### src/bmf_pkg.sv
// ----------------------------------------------------------------------------
// bmf_pkg: shared definitions for the box mean filter
// Register indexes, reset values, pixel widths and default sizes.
// ----------------------------------------------------------------------------
package bmf_pkg;

  // Default sizes for the top-level parameters.
  localparam int DEF_MAX_WIDTH = 1024;
  localparam int DEF_MAX_HALF  = 3;

  // Pixel channel layout.
  localparam int PIX_W  = 8;
  localparam int NUM_CH = 3;

  // Configuration port layout.
  localparam int CFG_IDX_W  = 3;
  localparam int CFG_DATA_W = 13;
  localparam int FW_W       = 11;
  localparam int FH_W       = 13;
  localparam int HALF_W     = 2;

  // Register indexes.
  localparam logic [CFG_IDX_W-1:0] REG_FRAME_WIDTH  = 3'd0;
  localparam logic [CFG_IDX_W-1:0] REG_FRAME_HEIGHT = 3'd1;
  localparam logic [CFG_IDX_W-1:0] REG_ROW_HALF     = 3'd2;
  localparam logic [CFG_IDX_W-1:0] REG_COL_HALF     = 3'd3;

  // Register reset values.
  localparam logic [FW_W-1:0]   RST_FRAME_WIDTH  = 11'd640;
  localparam logic [FH_W-1:0]   RST_FRAME_HEIGHT = 13'd480;
  localparam logic [HALF_W-1:0] RST_ROW_HALF     = 2'd3;
  localparam logic [HALF_W-1:0] RST_COL_HALF     = 2'd3;

endpackage

### src/bmf_div_cell.sv
// ----------------------------------------------------------------------------
// bmf_div_cell: one cell of the divider chain
// Decides one quotient bit for all three channels and passes the partial
// remainders on to the next cell.
// ----------------------------------------------------------------------------
module bmf_div_cell #(
  parameter int SUM_W = 14,
  parameter int CNT_W = 6,
  parameter int BIT   = 7
) (
  input  logic             clk,
  input  logic             rst_n,
  input  logic             valid_i,
  input  logic [CNT_W-1:0] den_i,
  input  logic [SUM_W-1:0] rem_i [bmf_pkg::NUM_CH],
  input  logic [bmf_pkg::PIX_W-1:0] quo_i [bmf_pkg::NUM_CH],
  output logic             valid_o,
  output logic [CNT_W-1:0] den_o,
  output logic [SUM_W-1:0] rem_o [bmf_pkg::NUM_CH],
  output logic [bmf_pkg::PIX_W-1:0] quo_o [bmf_pkg::NUM_CH]
);
  import bmf_pkg::*;

  localparam int EXT_W = SUM_W + PIX_W;

  logic [EXT_W-1:0] shifted;
  logic [SUM_W-1:0] rem_nxt [NUM_CH];
  logic [PIX_W-1:0] quo_nxt [NUM_CH];

  // Trial subtraction of the shifted divisor on each channel.
  always_comb begin
    shifted = EXT_W'(den_i) << BIT;
    for (int i = 0; i < NUM_CH; i++) begin
      quo_nxt[i] = quo_i[i];
      rem_nxt[i] = rem_i[i];
      if (EXT_W'(rem_i[i]) >= shifted) begin
        rem_nxt[i]      = SUM_W'(EXT_W'(rem_i[i]) - shifted);
        quo_nxt[i][BIT] = 1'b1;
      end
    end
  end

  // Hand the item on to the next cell.
  always_ff @(posedge clk) begin
    if (!rst_n) begin
      valid_o <= 1'b0;
    end else begin
      valid_o <= valid_i;
    end
    den_o <= den_i;
    rem_o <= rem_nxt;
    quo_o <= quo_nxt;
  end

endmodule

### config.mk
export PLATFORM = sky130hd
export DESIGN_NAME = bmf_div_cell
export DESIGN_NICKNAME = d
export VERILOG_FILES = /design/src/bmf_pkg.sv /design/src/bmf_div_cell.sv
export SDC_FILE = /design/constraint.sdc
export NUM_CORES = 1
export LEC_CHECK = 0
export BUFFER_PORTS_ARGS = -buffer_cell sky130_fd_sc_hd__clkbuf_2
export CAP_MARGIN = 20
export CORE_ASPECT_RATIO = 0.6
export CORE_UTILIZATION = 35
export DETAILED_ROUTE_END_ITERATION = 7
export GPL_TIMING_DRIVEN = 0
export PLACE_DENSITY_LB_ADDON = 0.1
export SYNTH_ARGS = -nofsm -noshare
export SYNTH_HDL_FRONTEND = slang
export SYNTH_SLANG_ARGS = --single-unit
### constraint.sdc
create_clock -name clk -period 2.4 [get_ports clk]
set_input_delay 0.48 -clock clk [delete_from_list [all_inputs] [get_ports clk]]
set_output_delay 0.48 -clock clk [all_outputs]
set_load 0.1 [all_outputs]
Word level (Yosys, flattened, before mapping)
Index checks and enable logic that the tools add are counted.
{"block": "word_totals", "inputBits": 75, "elab_cells": 20, "out_inout_bits": 73, "regBits": 73}
{"block": "classes", "magnitude_cmp": 3, "n_mux": 3, "n_addsub": 3}
{"cell": "14-bit by 13-bit greater-or-equal comparator with 1-bit output", "n": 3}
{"cell": "14-bit 2-to-1 mux", "n": 3}
{"cell": "14-bit by 13-bit subtractor with 14-bit output", "n": 3}

Longest topological paths before layout
Gate-level depths: netlist of run 1.
{"block": "logic_depth", "depth_word": 2, "depth_mapped": 7, "ltp_nobuf": 7}

Least setup slack after synthesis of run 1
OpenSTA, ideal clock, no wires.
{"block": "synth_timing", "path_type": "input -> register", "from": "input den_i[1]", "to": "register rem_o[40] (netlist bit)", "setup_ns": 0.121, "required_ns": 2.279, "path_buffers": 0, "stages": 6, "path_slack_ns": 0.319, "t_arrival_ns": 1.960, "path_cell_list": "inv_1 > ha_1 > or4bb_1 > nor4_4 > nor3_4 > mux2_4"}
{"item": "from (decl)", "line": "bmf_div_cell.sv:14", "rtl": "input logic [CNT_W-1:0] den_i,"}
{"item": "to (signal assigned)", "line": "bmf_div_cell.sv:51", "rtl": "rem_o <= rem_nxt;"}
{"item": "to (decl)", "line": "bmf_div_cell.sv:19", "rtl": "output logic [SUM_W-1:0] rem_o [bmf_pkg::NUM_CH],"}

==> metrics.md, run 1 <==
| Metric | Value |
|---|---|
| Util after Layout | `between 50% and 60%` |
| Yosys top cell area share | `just over 50%` |
| Tmin final | `2193 ps` |
| CTS root buf | `clkbuf_16` |
| Area growth syn-to-layout | `42.67%` |
| Final WS setup | `206.9 ps` |
| Synth unique cells | `44` |
| CP Launch Type | `input pin` |
| Crit end category | `flop` |
| Avg Inst Size Synth | `about 12 sq um` |
| Total GRT Usage | `between 15 and 20%` |
| CP max-delay cell | `or4bb_1` |
| Slew headroom | `a little over three fifths` |
| Rows | `24` |
| NumNets Final | `487` |
| TritonRoute pass-1 iters | `4` |
| Hold-fix buffers, CTS | `0` |
| Fin crit share | `91.38%` |
| Setup-failing EPs final | `0` |
| Max-slew violations | `0` |
| Post-DP HPWL | `~5600 um` |
| Post-synth top area cell | `dfxtp_1` |
| Commonest cells post-synth | `73 x dfxtp_1, 18 x ha_1, 17 x inv_1, 13 x a21oi_1, 9 x mux2i_1` |
| Final WL | `6766 um` |
| Core region area | `7507 sq um` |
| Total grt overflow | `0` |
| Outcome | `finished, final reports clean` |
| Post-CTS sizing | `0` |
| Seq/Total Area, Yosys | `51.87%` |
| Highest clock rate | `456.0 MHz` |
| Critical Path Fanout Max | `7` |
| CTS tree | `done` |
| Clock sink count | `73` |
| Vias in the first global route | `about 2.2k` |
| Cell area after placement | `3684 sq um` |
| Top delay family on crit path | `simple AND/OR/NAND/NOR gates` |
| Pre-CTS setup slack | `-165.5 ps` |
| Worst-path clk slew | `60 ps` |
| Most instantiated library cell after synthesis | `dfxtp_1` |
| DR WL/cell | `13.53 um` |
| Routed Antenna Nets | `0` |
| Syn Std Cell Area | `2818 sq um` |
| Largest net degree at the start of global routing | `13` |
| LEAKAGE | `2.009 nW` |
| CP bufs+invs | `2` |
| Die Wd | `117.8 um` |
| RSZ-0062 raised after global routing | `false` |
| Syn Nets | `~330` |
| DP Cell Count | `484` |
| Hold Crit Class | `in -> reg` |
| Yosys warnings | `0` |
| Xor-xnor portion of the synthesized cell area | `1.865%` |
| Die area | `8425 sq um` |
| Longest Clk Path Bufs | `2` |
| Worst-path cell chain | `clkbuf_2, inv_1, ha_1, or4bb_1, nor4_4, nor3_4, mux2_4` |
| Vias/cell | `4.486` |
| DR DRC count | `0` |
| # IOs | `148` |
| Post-Synth Adder-Cell Area | `between 10% and 20%` |
| Final Non-Filler Cells | `500` |
| Critical Path RT | `2610 ps` |
| Layout cells sized above 1 | `46.21%` |
| Max-cap viol count | `0` |
| Final Hold Viols | `0` |
| #FFs+latches synth | `between 70 and 80` |
| Final instance area | `4020 sq um` |
| Synth Flop Type | `dfxtp_1` |
| Max rail drop VDD | `0.0005070 V` |
| DR vias | `~2.2k` |
| Initial core utilization | `37.53%` |
| EDFF count, synth | `0` |
| Slowest stage delay, CP | `roughly 530 ps` |
| Simple-gate share of the synthesized area | `15.81%` |
| Ys async rst share | `0%` |
| CP arrival | `2410 ps` |
| CTS H-tree depth | `3` |
| Power consumption | `about 4.2 mW` |
| Die height | `between 70 and 80 um` |
| Placer Congestion | `0.8123` |
| Post-synthesis mux area share | `9.059%` |
| Compound-Gate Fraction of Synth Area | `9.014%` |
| Power Density | `1045 nW/um^2` |
| Postcts setup bufs | `0` |
| Top cells by area, synth | `dfxtp_1 52%, ha_1 8.0%, mux2_4 4.3%` |
| Crit Path Class | `in -> reg` |
| IO buf count | `147` |
| Number of antenna repair diodes | `0` |
| Main combinational cell family by area after synthesis | `simple AND/OR/NAND/NOR gates` |
| First-pass GRT wire length | `10,820 um` |
| Initial antenna violation count | `0` |
| Cts bufs inserted | `9` |
| 1st-iter DRT viols | `65` |
| Mapped Cells | `roughly 230` |
| Least-Margin Pin Slew | `552.8 ps` |
## placed cells by master (no fill, tap or decap), types with 4 or more instances in the layout
master and instances:
a21oi_1 13, clkbuf_16 9, clkbuf_2 147, dfxtp_1 73, ha_1 18, inv_1 17, mux2_1 4, mux2_4 8
mux2i_1 9, nand2_1 4, nand2b_1 5, nand3b_1 6, nor2_1 7, nor2b_1 4, or2_2 4
## path summary, 6_finish.rpt
check	start	end	slack [ps]	depth (start not counted)
worst max-delay path	den_i[1]	rem_o[39]	210	7
worst min-delay path	quo_i[20]	quo_o[20]	250	1
## power by group
part           internal, mW  switching, mW
Combinational         0.284           1.06
Sequential             1.33         0.0284
Clock                  1.02          0.487
## sequential cells by signal (all words and copies together), names as in the netlist
| signal | count |
|---|---|
| valid_o | 1 |
| den_o | 6 |
| quo_o | 24 |
| rem_o | 42 |
## area by class of cell
cell class,instances,area [sq um]
clock inverter,5,103.9
fill,688,3487
sequential,73,1461
timing repair buffer,147,735.7
multi-input combinational,143,1292
clock buffer,11,232.7
tap,104,130.1
inverter,17,63.81
## routing by layer
metal / global-route usage, % / routed length [um]
met1: 22.28 / 3301
met2: 24.44 / 2829
met3: 7.723 / 537
met4: 7.265 / 98
met5: 0 / 0
## through the flow
stage | hold slack, ps | setup TNS (ps)
6_report | 246.7 | 0
5_1_grt | 231.1 | 0
4_1_cts | 233.9 | 0
3_5_place_dp | 583.9 | -1234
3_3_place_gp | 583.1 | -1119
2_1_floorplan | 507.7 | 0
## cell families after synthesis
family	Yosys count
simple gates	56
compound gates	39
mux	21
flops	73
fa+ha+maj	21
xor+xnor	6
buf+inv	17
No activity file was read; power rests on OpenSTA's default activity.
==> run 2, diff against run 1 <==
BUFFER_PORTS_ARGS = -buffer_cell sky130_fd_sc_hd__buf_2   (was -buffer_cell sky130_fd_sc_hd__clkbuf_2)
clock period = 1.97 ns   (was 2.4 ns; I/O delays follow)
==> run 2 against run 1 <==
Sequential power grew 21%. Core utilization grew 1.1 points. Critical endpoint is now rem_o[9]. Highest routed layer unchanged. Sequential share of layout area fell by 0.73 points. Design area grew 2.1%. First-iteration DRC count is 20% higher. Die area did not move. Largest power group unchanged.
==> metrics.md, run 2 (synthesized netlist as in run 1, its figures left out) <==
| Metric | Value |
|---|---|
| Longest Clk Path Bufs | `2 (unchanged)` |
| Max rail drop VDD | `0.0004639 V (-8.5%)` |
| 1st-iter DRT viols | `78 (+20%)` |
| Total grt overflow | `0 (unchanged)` |
| Least-Margin Pin Slew | `496.0 ps (-56.77 ps)` |
| Power Density | `1229 nW/um^2 (+18%)` |
| DR vias | `2,258 (+0.67%)` |
| Hold Crit Class | `in -> reg` |
| Critical Path RT | `2180 ps (-430 ps)` |
| Post-DP HPWL | `5304 um (-4.4%)` |
| Power consumption | `5.043 mW (+20%)` |
| LEAKAGE | `2.002 nW (-0.34%)` |
| CTS tree | `done` |
| DR DRC count | `0 (unchanged)` |
| # IOs | `148 (unchanged)` |
| Routed Antenna Nets | `0 (unchanged)` |
| Util after Layout | `54.65% (+1.1 points)` |
| Final instance area | `4103 sq um (+2.1%)` |
| FILL cells | `692 (+0.58%)` |
| Cell area after placement | `3712 sq um (+0.78%)` |
| Final WL | `6797 um (+0.46%)` |
| Vias/cell | `4.471 (-0.33%)` |
| Cts bufs inserted | `9 (unchanged)` |
| Die Wd | `117.8 um (unchanged)` |
| Critical Path Fanout Max | `4 (-3)` |
| Biggest register | `rem_o` |
| NumNets Final | `494 (+1.4%)` |
| Area of the multi-input gates | `1339 sq um (+3.6%)` |
| IO buf count | `147 (unchanged)` |
| Number of antenna repair diodes | `0 (unchanged)` |
| Highest clock rate | `524.5 MHz` |
| CP Launch Type | `input pin` |
| Most common cell after layout, fill and taps aside | `buf_2` |
| Crit Path Class | `in -> reg` |
| Slew headroom | `67.16% (+3.9 points)` |
| Crit end category | `flop` |
| Tmin final | `1907 ps` |
| Initial core utilization | `37.53% (unchanged)` |
| CTS root buf | `clkbuf_16` |
| Die area | `8425 sq um (unchanged)` |
| Largest net degree at the start of global routing | `12 (-1)` |
| Fin Hold WS | `160.9 ps (-85.74 ps)` |
| Total GRT Usage | `17.36% (+0.27 points)` |
| Final Hold Viols | `0 (unchanged)` |
| Area growth syn-to-layout | `45.60%` |
| TritonRoute pass-1 iters | `4 (unchanged)` |
| CTS H-tree depth | `3 (unchanged)` |
| Rows | `24 (unchanged)` |
| Layout cells sized above 1 | `49.88% (+3.7 points)` |
| Vias in the first global route | `2,215 (-0.54%)` |
| Initial antenna violation count | `0 (unchanged)` |
| Fin crit share | `~97%` |
| Core region area | `7507 sq um (unchanged)` |
| Max-slew violations | `0 (unchanged)` |
| Commonest non-fill, non-tap cells in the layout | `146 x buf_2, 73 x dfxtp_1, 15 x inv_1` |
| Clock sink count | `73 (unchanged)` |
| DR WL/cell | `13.46 um (-0.54%)` |
| Placer Congestion | `0.7894 (-2.8%)` |
| Max-cap viol count | `0 (unchanged)` |
| CP arrival | `2120 ps (-290 ps)` |
| Register area | `1461 sq um (unchanged)` |
| Outcome | `finished, final reports clean` |
| Max reg flops | `42 (unchanged)` |
| Die height | `71.50 um (unchanged)` |
| Worst-path clk slew | `60 ps (about the same)` |
| First-pass GRT wire length | `10,970 um (+1.4%)` |
| Hold-fix buffers, CTS | `0 (unchanged)` |
| Final Non-Filler Cells | `505 (+1.0%)` |
| DP Cell Count | `484 (unchanged)` |
| Setup-failing EPs final | `0 (unchanged)` |
| Regs by FF count | `rem_o (42), quo_o (24), den_o (6)` |
-- run 2: what timing repair did --
item / CTS / global route
buffers inserted: 5 / 2
setup endpoints to repair: 8 / 14
pin swaps: 3 / 3
resized for setup: 1 / 7
-- run 2: routing by layer --
| metal | up-vias | part of all wire, % | GRT usage [%] |
|---|---|---|---|
| li1 | 1163 | - | - |
| met1 | 1008 | 50 | 22.85 |
| met2 | 79 | 42 | 25.23 |
| met3 | 8 | 6.6 | 7.086 |
| met4 | 0 | 1.3 | 7.265 |
| met5 | - | 0 | 0 |
-- run 2: worst max-delay path, stage by stage --
cell,delay [ps]
buf_2,150
ha_1,310
or4b_4,470
nor4_4,250
nor3_4,80
buf_4,170
mux2_4,290
-- run 2: power by group --
group          switching [mW]  leakage, nW  internal, mW
registers              0.0282        0.615          1.61
clock network           0.564        0.157          1.16
logic                    1.30         1.23         0.373
total                    1.90         2.00          3.15
-- run 2: layout make-up --
class,count,area share (%)
repair buffers,154,19.27
flip-flops and latches,73,35.62
inverters,17,1.555
multi-input cells,143,32.63
clock inverters,3,1.586
clock buffers,11,6.160
well taps,104,3.172
-- run 2: stage by stage --
stage                     setup slack [ps]  setup TNS, ps
after floorplan                      11.56              0
after global placement              -388.1          -5777
after detailed placement            -400.0          -5683
after CTS                            2.039              0
after global routing                -3.516         -3.516
final                                63.47              0
-- run 2: final timing paths --
kind | slack, ps | endpoint | start | cells past startpoint
max | 60 | rem_o[9] | den_i[0] | 7
min | 160 | quo_o[17] | quo_i[17] | 1
